[src/sv/cht_pkg.sv]
package cht_pkg;

    localparam int KEY_W    = 31;
    localparam int ACT_W    = 2;
    localparam int STATUS_W = 2;
    localparam int SLOT_W   = 4;

    typedef enum logic [ACT_W-1:0] {
        ACT_INSERT = 2'd0,
        ACT_DELETE = 2'd1,
        ACT_SEARCH = 2'd2
    } action_t;

    typedef enum logic [STATUS_W-1:0] {
        ST_OK       = 2'd0,
        ST_MISS     = 2'd1,
        ST_OVERFLOW = 2'd2,
        ST_ZERO     = 2'd3
    } status_t;

endpackage

[src/sv/cht_ram.sv]
module cht_ram #(
    parameter int DEPTH = 16,
    parameter int WIDTH = 35,
    localparam int AW = $clog2(DEPTH)
) (
    input  logic             aclk,
    input  logic             we,
    input  logic [AW-1:0]    waddr,
    input  logic [WIDTH-1:0] wdata,
    input  logic [AW-1:0]    raddr,
    output logic [WIDTH-1:0] rdata
);

    logic [WIDTH-1:0] mem [DEPTH];
    logic [WIDTH-1:0] rdata_reg;

    always_ff @(posedge aclk) begin
        if (we) begin
            mem[waddr] <= wdata;
        end
        rdata_reg <= mem[raddr];
    end

    assign rdata = rdata_reg;

endmodule

[src/sv/cht_hash.sv]
module cht_hash import cht_pkg::*; #(
    parameter int SLOTS = 16,
    localparam int IW = $clog2(SLOTS)
) (
    input  logic             aclk,
    input  logic             aresetn,
    input  logic             start,
    input  logic [KEY_W-1:0] key,
    output logic             done,
    output logic [IW-1:0]    h1,
    output logic [IW-1:0]    h2
);

    localparam int SW = $clog2(SLOTS + 1);
    localparam logic [63:0] RECIP = (64'd1 << KEY_W) / SLOTS;
    localparam logic [KEY_W-1:0] RECIP_V = RECIP[KEY_W-1:0];
    localparam logic [SW-1:0] SLOTS_V = SW'(SLOTS);
    localparam logic [KEY_W-1:0] SLOTS_K = KEY_W'(SLOTS);

    typedef enum logic [3:0] {
        H_IDLE  = 4'b0001,
        H_MUL   = 4'b0010,
        H_SCALE = 4'b0100,
        H_FIX   = 4'b1000
    } hstate_t;

    hstate_t hstate_reg, hstate_next;
    logic    pass_reg, pass_next;
    logic    done_reg, done_next;

    logic [KEY_W-1:0]    div_reg;
    logic [2*KEY_W-1:0]  prod1_reg;
    logic [KEY_W-1:0]    qest_reg;
    logic [KEY_W+SW-1:0] prod2_reg;
    logic [IW-1:0]       h1_reg;
    logic [IW-1:0]       h2_reg;

    logic [KEY_W-1:0] rem;
    logic             over;
    logic [KEY_W-1:0] rem_fix;
    logic [KEY_W-1:0] q_fix;

    // estimate undershoots the quotient by at most one
    assign rem     = div_reg - prod2_reg[KEY_W-1:0];
    assign over    = rem >= SLOTS_K;
    assign rem_fix = over ? rem - SLOTS_K : rem;
    assign q_fix   = over ? qest_reg + KEY_W'(1) : qest_reg;

    always_comb begin
        hstate_next = hstate_reg;
        pass_next   = pass_reg;
        done_next   = 1'b0;
        unique case (hstate_reg)
            H_IDLE: begin
                if (start) begin
                    hstate_next = H_MUL;
                    pass_next   = 1'b0;
                end
            end
            H_MUL: begin
                hstate_next = H_SCALE;
            end
            H_SCALE: begin
                hstate_next = H_FIX;
            end
            H_FIX: begin
                if (!pass_reg) begin
                    pass_next   = 1'b1;
                    hstate_next = H_MUL;
                end else begin
                    done_next   = 1'b1;
                    hstate_next = H_IDLE;
                end
            end
            default: begin
                hstate_next = H_IDLE;
            end
        endcase
    end

    always_ff @(posedge aclk) begin
        if (!aresetn) begin
            hstate_reg <= H_IDLE;
            pass_reg   <= 1'b0;
            done_reg   <= 1'b0;
        end else begin
            hstate_reg <= hstate_next;
            pass_reg   <= pass_next;
            done_reg   <= done_next;
        end
    end

    always_ff @(posedge aclk) begin
        if (hstate_reg == H_IDLE && start) begin
            div_reg <= key;
        end
        if (hstate_reg == H_MUL) begin
            prod1_reg <= div_reg * RECIP_V;
        end
        if (hstate_reg == H_SCALE) begin
            qest_reg  <= prod1_reg[2*KEY_W-1:KEY_W];
            prod2_reg <= prod1_reg[2*KEY_W-1:KEY_W] * SLOTS_V;
        end
        if (hstate_reg == H_FIX) begin
            if (!pass_reg) begin
                h1_reg  <= rem_fix[IW-1:0];
                div_reg <= q_fix;
            end else begin
                h2_reg <= rem_fix[IW-1:0];
            end
        end
    end

    assign done = done_reg;
    assign h1   = h1_reg;
    assign h2   = h2_reg;

endmodule

[src/sv/cuckoo_hash_table.sv]
// channel   direction  payload                                   handshake
// s_        in         s_action, s_key                           s_valid / s_ready
// m_        out        m_status, m_table_hit, m_slot, m_lost_key m_valid / m_ready
//
// after reset both tables are swept empty, one slot a cycle, with s_ready low
// search, delete or a placing insert: the key passes the hash unit, one table read, one check,
// then the load into the output register; a zero key goes straight to the output register
// an insert that displaces keys adds one displacement step per evicted key, at most MAX_KICKS
// the multiply-and-correct hash unit is shared by both hashes; the table read is registered
// one item at a time; the next item is taken while a result waits in the output register
module cuckoo_hash_table import cht_pkg::*; #(
    parameter int SLOTS = 16,
    parameter int MAX_KICKS = 16
) (
    input  logic                aclk,
    input  logic                aresetn,
    input  logic                s_valid,
    output logic                s_ready,
    input  logic [ACT_W-1:0]    s_action,
    input  logic [KEY_W-1:0]    s_key,
    output logic                m_valid,
    input  logic                m_ready,
    output logic [STATUS_W-1:0] m_status,
    output logic                m_table_hit,
    output logic [SLOT_W-1:0]   m_slot,
    output logic [KEY_W-1:0]    m_lost_key
);

    localparam int IW = $clog2(SLOTS);
    localparam int EW = KEY_W + IW;
    localparam int KW = $clog2(MAX_KICKS + 1);

    typedef enum logic [6:0] {
        S_CLEAR = 7'b0000001,
        S_IDLE  = 7'b0000010,
        S_HASH  = 7'b0000100,
        S_CHECK = 7'b0001000,
        S_PROBE = 7'b0010000,
        S_RESP  = 7'b0100000,
        S_SPARE = 7'b1000000
    } state_t;

    state_t state_reg, state_next;

    logic [IW-1:0]    clr_addr_reg, clr_addr_next;
    logic [ACT_W-1:0] act_reg, act_next;
    logic [KEY_W-1:0] cur_key_reg, cur_key_next;
    logic [IW-1:0]    cur_h1_reg, cur_h1_next;
    logic [IW-1:0]    cur_h2_reg, cur_h2_next;
    logic             side_reg, side_next;
    logic [KW-1:0]    kick_cnt_reg, kick_cnt_next;

    status_t          res_status_reg, res_status_next;
    logic             res_table_reg, res_table_next;
    logic [IW-1:0]    res_slot_reg, res_slot_next;
    logic [KEY_W-1:0] res_lost_reg, res_lost_next;

    logic             m_valid_reg, m_valid_next;
    logic             m_load;
    status_t          m_status_reg;
    logic             m_table_reg;
    logic [SLOT_W-1:0] m_slot_reg;
    logic [KEY_W-1:0] m_lost_reg;

    logic             we1, we2;
    logic [IW-1:0]    waddr1, waddr2, raddr1, raddr2;
    logic [EW-1:0]    wdata1, wdata2, rdata1, rdata2;

    logic             hash_start, hash_done;
    logic [IW-1:0]    hash_h1, hash_h2;

    logic [KEY_W-1:0] rd1_key, rd2_key, probe_key;
    logic [IW-1:0]    rd1_oth, rd2_oth, probe_oth;
    logic             do_kick;

    // each entry holds the key and its slot in the other table
    assign rd1_key   = rdata1[EW-1:IW];
    assign rd1_oth   = rdata1[IW-1:0];
    assign rd2_key   = rdata2[EW-1:IW];
    assign rd2_oth   = rdata2[IW-1:0];
    assign probe_key = side_reg ? rd2_key : rd1_key;
    assign probe_oth = side_reg ? rd2_oth : rd1_oth;

    assign s_ready    = (state_reg == S_IDLE);
    assign hash_start = s_valid && s_ready && (s_key != '0);

    cht_hash #(
        .SLOTS(SLOTS)
    ) u_hash (
        .aclk   (aclk),
        .aresetn(aresetn),
        .start  (hash_start),
        .key    (s_key),
        .done   (hash_done),
        .h1     (hash_h1),
        .h2     (hash_h2)
    );

    cht_ram #(
        .DEPTH(SLOTS),
        .WIDTH(EW)
    ) u_first (
        .aclk (aclk),
        .we   (we1),
        .waddr(waddr1),
        .wdata(wdata1),
        .raddr(raddr1),
        .rdata(rdata1)
    );

    cht_ram #(
        .DEPTH(SLOTS),
        .WIDTH(EW)
    ) u_second (
        .aclk (aclk),
        .we   (we2),
        .waddr(waddr2),
        .wdata(wdata2),
        .raddr(raddr2),
        .rdata(rdata2)
    );

    always_comb begin
        state_next      = state_reg;
        clr_addr_next   = clr_addr_reg;
        act_next        = act_reg;
        cur_key_next    = cur_key_reg;
        cur_h1_next     = cur_h1_reg;
        cur_h2_next     = cur_h2_reg;
        side_next       = side_reg;
        kick_cnt_next   = kick_cnt_reg;
        res_status_next = res_status_reg;
        res_table_next  = res_table_reg;
        res_slot_next   = res_slot_reg;
        res_lost_next   = res_lost_reg;
        m_load          = 1'b0;
        do_kick         = 1'b0;
        we1             = 1'b0;
        we2             = 1'b0;
        waddr1          = cur_h1_reg;
        waddr2          = cur_h2_reg;
        wdata1          = '0;
        wdata2          = '0;
        raddr1          = cur_h1_reg;
        raddr2          = cur_h2_reg;

        unique case (state_reg)
            S_CLEAR: begin
                we1           = 1'b1;
                we2           = 1'b1;
                waddr1        = clr_addr_reg;
                waddr2        = clr_addr_reg;
                clr_addr_next = clr_addr_reg + IW'(1);
                if (clr_addr_reg == IW'(SLOTS - 1)) begin
                    state_next = S_IDLE;
                end
            end
            S_IDLE: begin
                if (s_valid) begin
                    act_next        = s_action;
                    cur_key_next    = s_key;
                    side_next       = 1'b0;
                    kick_cnt_next   = '0;
                    res_status_next = ST_OK;
                    res_table_next  = 1'b0;
                    res_slot_next   = '0;
                    res_lost_next   = '0;
                    if (s_key == '0) begin
                        res_status_next = ST_ZERO;
                        state_next      = S_RESP;
                    end else begin
                        state_next = S_HASH;
                    end
                end
            end
            S_HASH: begin
                if (hash_done) begin
                    cur_h1_next = hash_h1;
                    cur_h2_next = hash_h2;
                    raddr1      = hash_h1;
                    raddr2      = hash_h2;
                    state_next  = S_CHECK;
                end
            end
            S_CHECK: begin
                state_next = S_RESP;
                priority if (rd1_key == cur_key_reg) begin
                    if (act_reg != ACT_INSERT) begin
                        res_slot_next = cur_h1_reg;
                    end
                    if (act_reg == ACT_DELETE) begin
                        we1 = 1'b1;
                    end
                end else if (rd2_key == cur_key_reg) begin
                    if (act_reg != ACT_INSERT) begin
                        res_table_next = 1'b1;
                        res_slot_next  = cur_h2_reg;
                    end
                    if (act_reg == ACT_DELETE) begin
                        we2 = 1'b1;
                    end
                end else if (act_reg != ACT_INSERT) begin
                    res_status_next = ST_MISS;
                end else if (rd1_key == '0) begin
                    we1    = 1'b1;
                    wdata1 = {cur_key_reg, cur_h2_reg};
                end else if (rd2_key == '0) begin
                    we2    = 1'b1;
                    wdata2 = {cur_key_reg, cur_h1_reg};
                end else begin
                    do_kick    = 1'b1;
                    state_next = S_PROBE;
                end
            end
            S_PROBE: begin
                priority if (probe_key == '0) begin
                    if (!side_reg) begin
                        we1    = 1'b1;
                        wdata1 = {cur_key_reg, cur_h2_reg};
                    end else begin
                        we2    = 1'b1;
                        wdata2 = {cur_key_reg, cur_h1_reg};
                    end
                    state_next = S_RESP;
                end else if (kick_cnt_reg == KW'(MAX_KICKS)) begin
                    res_status_next = ST_OVERFLOW;
                    res_lost_next   = cur_key_reg;
                    state_next      = S_RESP;
                end else begin
                    do_kick = 1'b1;
                end
            end
            S_RESP: begin
                if (!m_valid_reg || m_ready) begin
                    m_load     = 1'b1;
                    state_next = S_IDLE;
                end
            end
            default: begin
                state_next = S_IDLE;
            end
        endcase

        // evict the occupant of the slot in hand and look up its slot in the other table
        if (do_kick) begin
            kick_cnt_next = kick_cnt_reg + KW'(1);
            cur_key_next  = probe_key;
            side_next     = !side_reg;
            if (!side_reg) begin
                we1         = 1'b1;
                wdata1      = {cur_key_reg, cur_h2_reg};
                cur_h2_next = probe_oth;
                raddr2      = probe_oth;
            end else begin
                we2         = 1'b1;
                wdata2      = {cur_key_reg, cur_h1_reg};
                cur_h1_next = probe_oth;
                raddr1      = probe_oth;
            end
        end

        m_valid_next = m_valid_reg;
        if (m_valid_reg && m_ready) begin
            m_valid_next = 1'b0;
        end
        if (m_load) begin
            m_valid_next = 1'b1;
        end
    end

    always_ff @(posedge aclk) begin
        if (!aresetn) begin
            state_reg    <= S_CLEAR;
            clr_addr_reg <= '0;
            m_valid_reg  <= 1'b0;
        end else begin
            state_reg    <= state_next;
            clr_addr_reg <= clr_addr_next;
            m_valid_reg  <= m_valid_next;
        end
    end

    always_ff @(posedge aclk) begin
        act_reg        <= act_next;
        cur_key_reg    <= cur_key_next;
        cur_h1_reg     <= cur_h1_next;
        cur_h2_reg     <= cur_h2_next;
        side_reg       <= side_next;
        kick_cnt_reg   <= kick_cnt_next;
        res_status_reg <= res_status_next;
        res_table_reg  <= res_table_next;
        res_slot_reg   <= res_slot_next;
        res_lost_reg   <= res_lost_next;
        if (m_load) begin
            m_status_reg <= res_status_reg;
            m_table_reg  <= res_table_reg;
            m_slot_reg   <= SLOT_W'(res_slot_reg);
            m_lost_reg   <= res_lost_reg;
        end
    end

    assign m_valid     = m_valid_reg;
    assign m_status    = m_status_reg;
    assign m_table_hit = m_table_reg;
    assign m_slot      = m_slot_reg;
    assign m_lost_key  = m_lost_reg;

endmodule

[config.mk]
export PLATFORM = sky130hd
export DESIGN_NAME = cuckoo_hash_table
export DESIGN_NICKNAME = d
export VERILOG_FILES = /design/src/sv/cht_pkg.sv /design/src/sv/cht_ram.sv /design/src/sv/cht_hash.sv /design/src/sv/cuckoo_hash_table.sv
export SDC_FILE = /design/constraint.sdc
export NUM_CORES = 2
export LEC_CHECK = 0
export BUFFER_PORTS_ARGS = -buffer_cell sky130_fd_sc_hd__buf_2
export CORE_MARGIN = 2
export CORE_UTILIZATION = 57
export DETAILED_ROUTE_END_ITERATION = 10
export GPL_TIMING_DRIVEN = 1
export PLACE_DENSITY_LB_ADDON = 0.25
export RECOVER_POWER = 100
export SLEW_MARGIN = 25
export SYNTH_ARGS = -nofsm -noshare
export SYNTH_HDL_FRONTEND = slang
export SYNTH_SLANG_ARGS = --single-unit
[constraint.sdc]
create_clock -name aclk -period 4.02 [get_ports aclk]
set_input_delay 0.201 -clock aclk [delete_from_list [all_inputs] [get_ports aclk]]
set_output_delay 0.201 -clock aclk [all_outputs]
set_load 0.02 [all_outputs]
==> summary.md <==
| Metric | Value |
|---|---|
| Status | `finished, violations left` |
| Failing checks | `capacitance limit, slew limit` |
| Synth cell types | `a little over 80` |
| Minimum clock period | `~3900 ps` |
| Worst slack at placement | `-358 ps` |
| Routed vias | `between 30k and 40k` |
| P_leak | `roughly 29 nW` |
| Seq pwr share | `0.512` |
| CTS sink cnt | `1423` |
| Core box area | `approximately 0.10 sq mm` |
| ANT nets after route | `0` |
| CP Launch Type | `flip-flop` |
| Grt ovf | `0` |
| Syn avg cell area | `16.4 sq um` |
| Initial DRC Count | `roughly 3.3k` |
| CP delay by family, top | `simple AND/OR/NAND/NOR gates` |
| Number of buffers and inverters on the critical path | `2` |
| Flops & latches, synth | `1423` |
| Req. time, crit path | `~4600 ps` |
| Gate Count Post-Synth | `between 3k and 4k` |
| Area share of the largest cell type after synthesis | `0.658` |
| TritonCTS Buffers | `about 150` |
| Max frequency | `between 0.2 and 0.3 GHz` |
| Sw Pwr | `between 8 and 9 mW` |
| Met1 Usage GRT | `0.383` |
| Internal | `26.3 mW` |
| Initial antenna violation count | `4` |
| Worst Hold Class | `primary input to flip-flop` |
| Final Worst Setup Slack | `just over 100 ps` |
| Final WL | `roughly 140000 microns` |
| Number of synthesized flops with an enable pin | `around 1.3k` |
| Max incr delay on CP | `just under 1000 ps` |
| CP Max Fanout | `67` |
| Clock latency on the worst-skew pair | `between 700 and 800 ps` |
| Htree depth | `4` |
| Sw Share | `0.240` |
| Synthesis-to-layout area growth | `15.4%` |
| Met3 GRT Util | `0.0455` |
| Final #Nets | `4003` |
| Fin Setup TNS | `0 ps` |
| Worst IR Drop VDD | `387 uV` |
| Final Instance Area | `0.0683 sq mm` |
| Port bufs | `76` |
| Root buffer cell | `clkbuf_16` |
| Critical path class | `flip-flop to flip-flop` |
| Drt first pass iters | `5` |
| Worst-case clock buffer depth | `3` |
| GRT Max-Usage Layer | `met2` |
| Mapped cell area | `just under 0.06 sq mm` |
| Fin util | `0.662` |
| Die ar. | `approximately 0.11 sq mm` |
| Crit end category | `flip-flop` |
| Biggest regs | `u_first.mem x560, u_second.mem x560` |
| Die height | `about 330 microns` |
| Post-Layout Cell Count | `5441` |
| Main flop type after synthesis | `edfxtp_1` |
| Combinational Power Share | `0.099` |
| Worst reg-to-reg setup slack | `slightly above 100 ps` |
| Total GRT Usage | `0.266` |
| Max-Slew Margin vs Limit | `-0.153` |
| IO Pins | `between 70 and 80` |
| Fraction of layout instances using a drive strength above 1 | `0.138` |
| Worst-path clk slew | `60 ps` |
| Clk_skew | `22.9 ps` |
| MaxCap Viol Count | `2` |
| Async SR Flop Fraction | `0` |
| RePlAce Congestion | `roughly 0.94` |
| Synth warn | `0` |
| Syn Nets | `3686` |
| Largest net degree at the start of global routing | `68` |
| Dpl cells | `a little over 5k` |
| Period utilisation layout | `0.975` |
| Worst path slowest cell | `clkbuf_2` |
| Drt via density | `between 6 and 7` |
| Hold Slack | `approximately 300 ps` |
| Final Max Slew Viols | `57` |
| Hold Vio Cnt, Final | `0` |
| Worst EP arrival | `4480 ps` |
| Clk pwr share | `0.389` |
| CP dominant cell by count | `nor4_1` |
| Met2 Track Usage GR | `0.418` |
| Die Wd | `approximately 330 microns` |
| First-pass GRT wire length | `~210000 microns` |
| # DRC | `0` |
| Power, Total | `34.5 mW` |
| Finish-stage setup viols | `0` |
| Area leader, netlist | `edfxtp_1` |
| FP Rows | `approximately 120` |
| Synth top area cells | `edfxtp_1 66%, mux2i_1 19%, dfxtp_1 4.3%` |
| Power Dens Cells | `~510 mW/mm^2` |
| Worst-margin pin slew | `between 1500 and 2000 ps` |
| CTS tree | `yes` |
| Worst path cell trace | `xor2_1 -> nor4_1 -> nand4_1 -> nor4_4 -> nor4_1 -> buf_4 -> nor2_4 -> clkbuf_2 -> nand2_1 -> o21ai_0` |
| Initial Util | `0.573` |
| HPWL after DPL | `~87000 microns` |
| Post-synthesis sequential area ratio | `0.701` |
| Post-DP Area | `0.0636 sq mm` |
| DR WL/cell | `between 20 and 30 microns` |
| Vias in the first global route | `approximately 32k` |
cells by family (layout without fill, tap and decap cells):
group,after synthesis,in the layout,synth area share
muxes,1127,1127,0.191
buffers and inverters,215,654,0.0181
and+or+nand+nor,500,500,0.0448
xor gates and xnor gates,104,104,0.0154
adders and majority gates,31,31,0.00668
AOI/OAI and AO/OA,218,218,0.0231
DFF,1423,1423,0.701
other,0,4,0
cells in the mapped netlist, types with 4 or more instances:
master,instances
nor4b_1,5
nand3_1,23
a31oi_1,9
nor2b_1,14
o21ai_1,7
nand4_1,23
o21a_1,8
ha_1,30
clkbuf_1,52
a21oi_1,64
edfxtp_1,1297
buf_6,10
nand2b_1,6
or4_1,4
or3_1,4
mux2i_1,1099
nor4_1,46
o2111ai_1,4
buf_4,28
nor3_1,34
a211o_1,5
a21boi_0,7
xor2_1,49
dfxtp_1,126
nor2_1,109
o21bai_1,4
a211oi_1,7
nand3b_1,7
buf_2,60
mux2_2,28
o21ai_0,59
nand2_1,89
inv_1,48
xnor2_1,55
a21o_1,8
and2_1,106
buf_1,14
and3_1,8
final timing paths:
kind	startpoint	end	cells after the start
max	cur_key_reg[29]	cur_key_reg[19]	10
min	s_action[0]	act_reg[0]	2
max reg2reg	cur_key_reg[29]	cur_key_reg[19]	10
min reg2reg	res_lost_reg[1]	m_lost_key[1]	0
cells in the final DEF (no fill, tap or decap), types with 23 or more instances in the layout:
cell type,netlist,final
a21oi_1,64,61
and2_0,0,52
and2_1,106,54
buf_12,0,54
buf_2,60,36
buf_4,28,95
clkbuf_1,52,88
clkbuf_16,0,156
clkbuf_2,0,28
clkinv_2,0,27
dfxtp_1,126,126
dlygate4sd3_1,0,36
edfxtp_1,1297,1297
ha_1,30,29
inv_1,48,48
mux2_2,28,28
mux2i_1,1099,1095
nand2_1,89,89
nand3_1,23,23
nand4_1,23,23
nor2_1,109,90
nor3_1,34,33
nor4_1,46,40
o21ai_0,59,56
xnor2_1,55,55
xor2_1,49,49
timing repair:
item,in CTS,in global routing
buffers inserted,0,9
hold endpoints to repair,78,0
hold buffers,36,0
pin swaps,0,5
resized for setup,4,25
endpoints found under the setup margin,6,107
gates cloned,0,3
area by class of cell:
type,instances,area [sq um]
antenna,4,10.0
timing repair buffer,335,3070
multi-input combinational,1980,17000
clock inverter,71,741
tap,1380,1730
sequential,1423,41500
inverter,50,188
clock buffer,198,4070
fill,7012,34900
layer usage:
layer	part of all wire	up-vias
li1	-	14600
met1	0.43	16700
met2	0.46	1262
met3	0.074	256
met4	0.027	0
met5	0	-
power by group through the flow:
stage	logic, mW	clock network, mW	registers [mW]
after CTS	3.43	13.6	17.7
after detailed placement	3.35	0	18.0
after floorplan	2.20	0	17.6
after global routing	3.71	14.2	17.7
final	3.40	13.4	17.7
after global placement	3.32	0	18.0
Power figures use the tool's default switching activity.
